<file path="config.mk">
export PLATFORM = sky130hd
export DESIGN_NAME = uart_command_frame_parser_core_flat
export DESIGN_NICKNAME = d
export VERILOG_FILES = /design/src/sv/ucfp_pkg.sv /design/src/sv/ucfp_if.sv /design/src/sv/ucfp_len_lut.sv /design/src/sv/ucfp_cfg_regs.sv /design/src/sv/ucfp_fsm.sv /design/src/sv/uart_command_frame_parser_core.sv /design/src/flat_wrapper.sv
export SDC_FILE = /design/constraint.sdc
export NUM_CORES = 1
export LEC_CHECK = 0
export BUFFER_PORTS_ARGS = -buffer_cell sky130_fd_sc_hd__buf_2
export CAP_MARGIN = 20
export CORE_MARGIN = 2
export CORE_UTILIZATION = 35
export CTS_CLUSTER_SIZE = 10
export DETAILED_ROUTE_END_ITERATION = 10
export PLACE_DENSITY = 0.57
export SLEW_MARGIN = 25
export SYNTH_ARGS = -nofsm -noshare
export SYNTH_HDL_FRONTEND = slang
export SYNTH_SLANG_ARGS = --single-unit
</file>
<file path="constraint.sdc">
create_clock -name clk_i -period 3.6 [get_ports clk_i]
set_input_delay 0.18 -clock clk_i [delete_from_list [all_inputs] [get_ports clk_i]]
set_output_delay 0.18 -clock clk_i [all_outputs]
set_load 0.05 [all_outputs]
</file>
<file path="src/sv/ucfp_pkg.sv">
// ----------------------------------------------------------------------------
// ucfp_pkg
// Types, codes and length tables of the UART command frame parser.
// ----------------------------------------------------------------------------
package ucfp_pkg;

  localparam int unsigned ByteW   = 8;
  localparam int unsigned LenW    = 10;
  localparam int unsigned StatusW = 3;
  localparam int unsigned CfgIdxW = 2;

  localparam logic [LenW-1:0] LenBulk     = LenW'(513);
  localparam logic [LenW-1:0] LenBlock    = LenW'(129);
  localparam logic [LenW-1:0] LenParamSet = LenW'(9 + 128);
  localparam logic [LenW-1:0] LenTriplet  = LenW'(3 * 2 * 2 + 1);

  typedef enum logic [1:0] {
    PH_IDLE = 2'd0,
    PH_CMD  = 2'd1,
    PH_DATA = 2'd2,
    PH_TAIL = 2'd3
  } phase_e;

  typedef enum logic [StatusW-1:0] {
    ST_IGNORED  = 3'd0,
    ST_STARTED  = 3'd1,
    ST_PASSED   = 3'd2,
    ST_COMPLETE = 3'd3,
    ST_TAILERR  = 3'd4,
    ST_UNKNOWN  = 3'd5
  } status_e;

  typedef enum logic [CfgIdxW-1:0] {
    REG_HEAD = 2'd0,
    REG_TAIL = 2'd1,
    REG_ROLE = 2'd2
  } cfg_reg_e;

  typedef struct packed {
    logic [ByteW-1:0] head_byte;
    logic [ByteW-1:0] tail_byte;
    logic             frame_role;
  } cfg_t;

  typedef struct packed {
    status_e          status;
    logic [ByteW-1:0] data_byte;
    logic [LenW-1:0]  frame_length;
  } result_t;

  // zero marks an unknown command
  function automatic logic [LenW-1:0] host_len(input logic [ByteW-1:0] c);
    logic [LenW-1:0] len;
    case (c)
      8'h30, 8'h31, 8'h40, 8'h41:        len = LenW'(1);
      8'h42, 8'hC0:                      len = LenW'(2);
      8'h51:                             len = LenBlock;
      8'h90, 8'h91, 8'h92:               len = LenBulk;
      8'h93:                             len = LenW'(17);
      8'hAD:                             len = LenParamSet;
      8'hB0:                             len = LenW'(3);
      8'hB1:                             len = LenW'(25);
      8'hF0, 8'hF1, 8'hF2, 8'hF3, 8'hF4: len = LenBulk;
      default:                           len = '0;
    endcase
    return len;
  endfunction

  function automatic logic [LenW-1:0] device_len(input logic [ByteW-1:0] c);
    logic [LenW-1:0] len;
    case (c)
      8'h01, 8'h02, 8'h03:                      len = LenBulk;
      8'h11, 8'h42, 8'h83, 8'h93, 8'hAB, 8'hAC: len = LenW'(2);
      8'h12:                                    len = LenW'(5);
      8'h13, 8'hB0:                             len = LenW'(3);
      8'h14:                                    len = LenW'(6);
      8'h20, 8'h21:                             len = LenW'(21);
      8'h22, 8'h23, 8'hB1:                      len = LenW'(25);
      8'hAD:                                    len = LenParamSet;
      8'hD1:                                    len = LenTriplet;
      8'hF0, 8'hF1, 8'hF2, 8'hF3, 8'hF4:        len = LenBulk;
      default:                                  len = LenW'(1);
    endcase
    return len;
  endfunction

endpackage

</file>
<file path="src/sv/ucfp_if.sv">
// ----------------------------------------------------------------------------
// ucfp channel interfaces
// Valid/ready channels for received bytes, results and register writes.
// ----------------------------------------------------------------------------
interface ucfp_rx_if;
  import ucfp_pkg::*;
  logic             valid;
  logic             ready;
  logic [ByteW-1:0] rx_byte;

  modport source (output valid, output rx_byte, input ready);
  modport sink   (input valid, input rx_byte, output ready);
endinterface

interface ucfp_res_if;
  import ucfp_pkg::*;
  logic               valid;
  logic               ready;
  logic [StatusW-1:0] status;
  logic [ByteW-1:0]   data_byte;
  logic [LenW-1:0]    frame_length;

  modport source (output valid, output status, output data_byte, output frame_length,
                  input ready);
  modport sink   (input valid, input status, input data_byte, input frame_length,
                  output ready);
endinterface

interface ucfp_cfg_if;
  import ucfp_pkg::*;
  logic               valid;
  logic               ready;
  logic [CfgIdxW-1:0] index;
  logic [ByteW-1:0]   data;

  modport source (output valid, output index, output data, input ready);
  modport sink   (input valid, input index, input data, output ready);
endinterface

</file>
<file path="src/sv/ucfp_len_lut.sv">
// ----------------------------------------------------------------------------
// ucfp_len_lut
// Frame length lookup for a command byte, by role.
// ----------------------------------------------------------------------------
module ucfp_len_lut (
  input  logic [ucfp_pkg::ByteW-1:0] cmd_byte_i,
  input  logic                       frame_role_i,
  output logic [ucfp_pkg::LenW-1:0]  frame_len_o,
  output logic                       known_o
);
  import ucfp_pkg::*;

  always_comb begin
    if (frame_role_i) begin
      frame_len_o = device_len(cmd_byte_i);
    end else begin
      frame_len_o = host_len(cmd_byte_i);
    end
    known_o = (frame_len_o != '0);
  end

endmodule

</file>
<file path="src/sv/ucfp_cfg_regs.sv">
// ----------------------------------------------------------------------------
// ucfp_cfg_regs
// Head, tail and role registers behind the configuration channel.
// ----------------------------------------------------------------------------
module ucfp_cfg_regs (
  input  logic             clk_i,
  input  logic             rst_ni,
  ucfp_cfg_if.sink         cfg_i,
  output ucfp_pkg::cfg_t   cfg_o
);
  import ucfp_pkg::*;

  cfg_t cfg_q, cfg_d;

  assign cfg_i.ready = 1'b1;
  assign cfg_o       = cfg_q;

  always_comb begin
    cfg_d = cfg_q;
    if (cfg_i.valid) begin
      case (cfg_reg_e'(cfg_i.index))
        REG_HEAD: cfg_d.head_byte  = cfg_i.data;
        REG_TAIL: cfg_d.tail_byte  = cfg_i.data;
        REG_ROLE: cfg_d.frame_role = cfg_i.data[0];
        default:  cfg_d = cfg_q;
      endcase
    end
  end

  always_ff @(posedge clk_i or negedge rst_ni) begin
    if (!rst_ni) begin
      cfg_q <= '0;
    end else begin
      cfg_q <= cfg_d;
    end
  end

endmodule

</file>
<file path="src/sv/ucfp_fsm.sv">
// ----------------------------------------------------------------------------
// ucfp_fsm
// Frame phase tracking and per-byte result generation.
// ----------------------------------------------------------------------------
module ucfp_fsm (
  input  logic                       clk_i,
  input  logic                       rst_ni,
  input  logic                       advance_i,
  input  logic [ucfp_pkg::ByteW-1:0] rx_byte_i,
  input  ucfp_pkg::cfg_t             cfg_i,
  output ucfp_pkg::result_t          result_o
);
  import ucfp_pkg::*;

  phase_e          phase_q, phase_d;
  logic [LenW-1:0] remain_q, remain_d;
  logic [LenW-1:0] lut_len;
  logic            lut_known;
  logic [LenW-1:0] remain_dec;

  ucfp_len_lut u_len_lut (
    .cmd_byte_i   (rx_byte_i),
    .frame_role_i (cfg_i.frame_role),
    .frame_len_o  (lut_len),
    .known_o      (lut_known)
  );

  assign remain_dec = (remain_q != '0) ? remain_q - LenW'(1) : remain_q;

  always_comb begin
    phase_d  = phase_q;
    remain_d = remain_q;
    result_o = '{status: ST_IGNORED, data_byte: '0, frame_length: '0};
    case (phase_q)
      PH_IDLE: begin
        if (rx_byte_i == cfg_i.head_byte) begin
          result_o.status = ST_STARTED;
          phase_d         = PH_CMD;
        end
      end
      PH_CMD: begin
        if (!lut_known) begin
          result_o.status = ST_UNKNOWN;
          phase_d         = PH_IDLE;
          remain_d        = '0;
        end else begin
          result_o.status       = ST_PASSED;
          result_o.data_byte    = rx_byte_i;
          result_o.frame_length = lut_len;
          remain_d              = lut_len - LenW'(1);
          phase_d               = (lut_len == LenW'(1)) ? PH_TAIL : PH_DATA;
        end
      end
      PH_DATA: begin
        result_o.status    = ST_PASSED;
        result_o.data_byte = rx_byte_i;
        remain_d           = remain_dec;
        if (remain_dec == '0) begin
          phase_d = PH_TAIL;
        end
      end
      PH_TAIL: begin
        result_o.status = (rx_byte_i == cfg_i.tail_byte) ? ST_COMPLETE : ST_TAILERR;
        phase_d         = PH_IDLE;
        remain_d        = '0;
      end
      default: begin
        phase_d  = PH_IDLE;
        remain_d = '0;
      end
    endcase
  end

  always_ff @(posedge clk_i or negedge rst_ni) begin
    if (!rst_ni) begin
      phase_q  <= PH_IDLE;
      remain_q <= '0;
    end else if (advance_i) begin
      phase_q  <= phase_d;
      remain_q <= remain_d;
    end
  end

endmodule

</file>
<file path="src/sv/uart_command_frame_parser_core.sv">
// ----------------------------------------------------------------------------
// uart_command_frame_parser_core
// Head / command / payload / tail deframer for received UART bytes.
// ----------------------------------------------------------------------------
// Bytes enter on rx_i, one per transaction; every byte yields exactly one
// result transaction on res_o (status, data_byte, frame_length). Register
// writes on cfg_i set the head byte, tail byte and role (host or device
// length table); cfg_i is always ready. The user must write cfg_i only
// while idle; the block does not enforce this. A byte is held in an
// input register, then decoded against the phase and the command length
// table into the result register that drives res_o. A new byte is taken
// every cycle while res_o does not stall. When res_o stalls, the input
// register keeps its byte and rx_i stays ready while that register is
// free, so one byte waits behind the held result. Reset clears the valid
// bits of both pipeline registers, returns the parser to idle with no
// payload pending and clears the head, tail and role registers to zero.
// ----------------------------------------------------------------------------
module uart_command_frame_parser_core (
  input  logic      clk_i,
  input  logic      rst_ni,
  ucfp_rx_if.sink   rx_i,
  ucfp_cfg_if.sink  cfg_i,
  ucfp_res_if.source res_o
);
  import ucfp_pkg::*;

  cfg_t             cfg;
  result_t          result;
  logic             in_valid_q;
  logic [ByteW-1:0] in_byte_q;
  logic             out_valid_q;
  result_t          out_q;
  logic             out_load;
  logic             in_load;

  ucfp_cfg_regs u_cfg_regs (
    .clk_i  (clk_i),
    .rst_ni (rst_ni),
    .cfg_i  (cfg_i),
    .cfg_o  (cfg)
  );

  ucfp_fsm u_fsm (
    .clk_i     (clk_i),
    .rst_ni    (rst_ni),
    .advance_i (out_load),
    .rx_byte_i (in_byte_q),
    .cfg_i     (cfg),
    .result_o  (result)
  );

  assign out_load   = in_valid_q && (!out_valid_q || res_o.ready);
  assign in_load    = rx_i.valid && rx_i.ready;
  assign rx_i.ready = !in_valid_q || out_load;

  always_ff @(posedge clk_i or negedge rst_ni) begin
    if (!rst_ni) begin
      in_valid_q <= 1'b0;
    end else if (rx_i.ready) begin
      in_valid_q <= rx_i.valid;
    end
  end

  always_ff @(posedge clk_i) begin
    if (in_load) begin
      in_byte_q <= rx_i.rx_byte;
    end
  end

  always_ff @(posedge clk_i or negedge rst_ni) begin
    if (!rst_ni) begin
      out_valid_q <= 1'b0;
    end else if (!out_valid_q || res_o.ready) begin
      out_valid_q <= in_valid_q;
    end
  end

  always_ff @(posedge clk_i) begin
    if (out_load) begin
      out_q <= result;
    end
  end

  assign res_o.valid        = out_valid_q;
  assign res_o.status       = out_q.status;
  assign res_o.data_byte    = out_q.data_byte;
  assign res_o.frame_length = out_q.frame_length;

endmodule

</file>
<file path="src/flat_wrapper.sv">
// flat-port wrapper written by rule: the top's interface ports become plain ports
module uart_command_frame_parser_core_flat import ucfp_pkg::*;
  (clk_i, rst_ni, rx_i_valid, rx_i_rx_byte, rx_i_ready, cfg_i_valid, cfg_i_index, cfg_i_data, cfg_i_ready, res_o_valid, res_o_status, res_o_data_byte, res_o_frame_length, res_o_ready);
  ucfp_rx_if rx_i_i ();
  ucfp_cfg_if cfg_i_i ();
  ucfp_res_if res_o_i ();
  input  logic clk_i;
  input  logic rst_ni;
  input wire logic [$bits(rx_i_i.valid)-1:0] rx_i_valid;
  input wire logic [$bits(rx_i_i.rx_byte)-1:0] rx_i_rx_byte;
  output wire logic [$bits(rx_i_i.ready)-1:0] rx_i_ready;
  input wire logic [$bits(cfg_i_i.valid)-1:0] cfg_i_valid;
  input wire logic [$bits(cfg_i_i.index)-1:0] cfg_i_index;
  input wire logic [$bits(cfg_i_i.data)-1:0] cfg_i_data;
  output wire logic [$bits(cfg_i_i.ready)-1:0] cfg_i_ready;
  output wire logic [$bits(res_o_i.valid)-1:0] res_o_valid;
  output wire logic [$bits(res_o_i.status)-1:0] res_o_status;
  output wire logic [$bits(res_o_i.data_byte)-1:0] res_o_data_byte;
  output wire logic [$bits(res_o_i.frame_length)-1:0] res_o_frame_length;
  input wire logic [$bits(res_o_i.ready)-1:0] res_o_ready;
  assign rx_i_i.valid = rx_i_valid;
  assign rx_i_i.rx_byte = rx_i_rx_byte;
  assign rx_i_ready = rx_i_i.ready;
  assign cfg_i_i.valid = cfg_i_valid;
  assign cfg_i_i.index = cfg_i_index;
  assign cfg_i_i.data = cfg_i_data;
  assign cfg_i_ready = cfg_i_i.ready;
  assign res_o_valid = res_o_i.valid;
  assign res_o_status = res_o_i.status;
  assign res_o_data_byte = res_o_i.data_byte;
  assign res_o_frame_length = res_o_i.frame_length;
  assign res_o_i.ready = res_o_ready;
  uart_command_frame_parser_core u_core (.clk_i(clk_i), .rst_ni(rst_ni), .rx_i(rx_i_i), .cfg_i(cfg_i_i), .res_o(res_o_i));
endmodule
</file>
==> impl_results.md <==
- CP max stage delay: 0.66 ns
- Final #Nets: 428
- Area delta synth->final: 15.1%
- Area share of and/or/nand/nor cells after synthesis: 0.225
- Worst r2r dst: u_core.res_o.data_byte[0]$_DFFE_PP_
- Global router's overall resource usage: 0.160
- Worst setup SP type: flop
- Buffers added on ports: 42
- Clock Path Buffers: 2
- Synthesis warning total: 0
- Final TNS setup: 0 ns
- # clock sinks: 57
- Yosys cell types: 66
- Outcome: finished, final reports clean
- Initial core utilization: 0.362
- Top FF cell, synth: dfrtp_1
- Slew headroom: 0.470
- Pins over their slew limit: 0
- Placed Cells: around 510
- FILL cells: just under 1000
- Finished Layout Cells: 534
- HP Class: input pin to flop
- Largest net degree at the start of global routing: 32
- GP Congestion: 0.870
- ANT nets after route: 0
- Xor/xnor share of the synthesized area: 0.0441
- P_leak: 0.00165 uW
- CP arrival: about 3.3 ns
- Final setup viols: 0
- Maximum VDD drop: ~290 uV
- HP Start: rx_i_rx_byte[1]
- Vias in the first global route: 2811
- Post-synthesis register bit count: 57
- Final period util: 0.902
- Worst Max-Slew Pin Slew: 0.796 ns
- Critical register-to-register path startpoint: u_core.in_byte_q[6]$_DFFE_PP_
- Iteration-0 DRC Markers: 229
- Ports: 47
- Worst skew pair latency: 0.34 ns
- # Max-Cap Violations: 0
- R2r setup slk: 0.35 ns
- RSZ-0062 raised after global routing: false
- H-tree lvl count: 3
- Hold depth: 1
- Antenna cell count: 0
- First-pass DRT Iterations: 5
- CTS tree: done
- WL/cell: 15.9 um
- Post-synth EDFFs: 26
- Max FO, Critical Path: 14
- Die Wd: between 100 and 150 um
- GRT overflow: 0
- Worst setup EP type: flop
- Post-Syn Instances: 356
- Crit path cell chain: nor2b_1 -> and4_1 -> o21a_1 -> nor3_1 -> a31oi_1 -> a41oi_1 -> ha_1 -> nand3_2 -> a21o_1 -> and3_1
- Initial antenna violation count: 0
- Clock buffer count from CTS: 9
- Total number of vias: 2887
- Core Rows: 36
- PD cells: 653 nW/um^2
- Post-synth design cell area: about 3600 sq um
- Fmax: 308 MHz
- Mux contribution to synthesized area: 0.0648
- Die ar.: 11000 sq um
- Worst Path Class, Setup: flop to flop
- First-pass GRT wire length: between 10 and 15 mm
- Largest family of logic cells by synthesized area: simple AND/OR/NAND/NOR gates
- Final wirelength: 8.47 mm
- DR vias/cell: between 5 and 6
- Chip Height: about 110 um
- Most frequent cells in the layout: buf_2 (42), dfrtp_1 (31), edfxtp_1 (26)
- Most common cell after layout, fill and taps aside: buf_2
- Hold EP: u_core.in_byte_q[1]$_DFFE_PP_
- Core area: 9860 sq um
- Slowest CP cell: edfxtp_1
- Worst Path Required: between 3 and 4 ns
- Drt drc: 0
- Post-DP HPWL: 6.00 mm
- Post-CTS sizing: 0
- Final min period: 3.25 ns
- Synth Area in Compound Gates: 0.151
- Syn_area_per_cell: ~10 sq um
- Synth Area in Adders: 0.0315
- Layout cells sized above 1: 0.227
- Async SR Flop Fraction: 0.544
- Reg2Reg Depth: 10
- Fin. Hold Viols: 0
- Clock root cell: clkbuf_8
- CTS clk-pin slew, worst paths: 0.07 ns
- Worst Skew: 0.0126 ns
- Post-synthesis sequential area ratio: 0.436
worst max path at each step:
| stage | start | to | cells after the start |
|---|---|---|---|
| after global routing | u_core.in_byte_q[6]$_DFFE_PP_ | u_core.res_o.data_byte[3]$_DFFE_PP_ | 10 |
| after detailed placement | u_core.in_byte_q[6]$_DFFE_PP_ | u_core.res_o.data_byte[0]$_DFFE_PP_ | 10 |
| final | u_core.in_byte_q[6]$_DFFE_PP_ | u_core.res_o.data_byte[0]$_DFFE_PP_ | 10 |
| after global placement | u_core.in_byte_q[6]$_DFFE_PP_ | u_core.res_o.data_byte[3]$_DFFE_PP_ | 10 |
| after floorplan | u_core.in_byte_q[1]$_DFFE_PP_ | u_core.res_o.data_byte[0]$_DFFE_PP_ | 12 |
| after CTS | u_core.in_byte_q[6]$_DFFE_PP_ | u_core.res_o.data_byte[0]$_DFFE_PP_ | 10 |
what timing repair did:
action / CTS / global route
buffers inserted: 0 / 1
endpoints found under the hold margin: 34 / 0
hold buffers: 4 / 0
setup endpoints to repair: 0 / 8
per-layer routing:
layer	track usage	wire, um	part of all wire
met5	0	0	0
met4	0.0476	92	0.011
met3	0.0424	486	0.057
met2	0.254	3970	0.47
met1	0.215	3920	0.46
cells in the mapped netlist, types with 5 or more instances:
cell type / count / area share
a21oi_1: 12 / 0.017
a22oi_1: 6 / 0.013
a31oi_1: 7 / 0.012
and2_1: 6 / 0.011
and3_1: 11 / 0.019
buf_2: 7 / 0.0098
clkbuf_1: 11 / 0.012
dfrtp_1: 31 / 0.22
edfxtp_1: 26 / 0.22
ha_1: 9 / 0.032
inv_1: 11 / 0.012
mux2_2: 17 / 0.054
nand2_1: 21 / 0.022
nand2b_1: 9 / 0.016
nand3_1: 10 / 0.014
nand3b_1: 5 / 0.011
nor2_1: 18 / 0.019
nor2b_1: 9 / 0.016
nor3_1: 11 / 0.015
nor3b_1: 6 / 0.013
nor4_1: 9 / 0.016
o21ai_0: 14 / 0.020
xor2_1: 17 / 0.042
through the flow:
stage	total power [uW]	worst slack (ns)	utilization	hold slack [ns]	cell area, sq um
finish	2690	0.353	0.417	0.0234	4110
global route	2870	0.0513	0.417	0.00307	4110
detailed placement	2090	0.404	0.392	0.311	3870
global placement	2080	0.496	0.392	0.300	3870
floorplan	1850	0.742	-	-0.116	3580
CTS	2710	0.387	0.416	0.00191	4110
registers in the layout, summed over array words and instances, names as in the netlist, named ones only:
register	cells
u_core.in_byte_q	8
u_core.in_valid_q	1
u_core.res_o.data_byte	8
u_core.res_o.frame_length	7
u_core.res_o.status	3
u_core.res_o.valid	1
u_core.u_cfg_regs.cfg_o	17
u_core.u_fsm.phase_q	1
u_core.u_fsm.remain_q	10
power by group:
part	switching [uW]	internal, uW	total (uW)	leakage (uW)
Sequential	193	843	1040	0.000625
Combinational	638	409	1050	0.000928
Clock	268	336	605	0.0000996
logic make-up after synthesis:
kind of cell,count (synthesis)
AOI/OAI and AO/OA,74
buffers and inverters,36
xor gates and xnor gates,18
muxes,21
DFF,57
and+or+nand+nor,139
adders and majority gates,9
other,2
critical path: cells and delay by family, from the launching register on:
kind,cells,cell delay (ns)
AO/OA/AOI/OAI,4,0.97
adder cells (fa/ha/maj),1,0.32
AND/OR/NAND/NOR,5,1.04
flip-flops,1,0.66
cell type report:
| cell class | count | area [sq um] | area share |
|---|---|---|---|
| multi-input combinational | 265 | 1860 | 0.452 |
| sequential | 57 | 1560 | 0.378 |
| inverter | 11 | 41.3 | 0.0100 |
| tap | 133 | 166 | 0.0405 |
| clock inverter | 5 | 53.8 | 0.0131 |
| timing repair buffer | 52 | 295 | 0.0718 |
| clock buffer | 11 | 141 | 0.0344 |
Power figures use the tool's default switching activity.
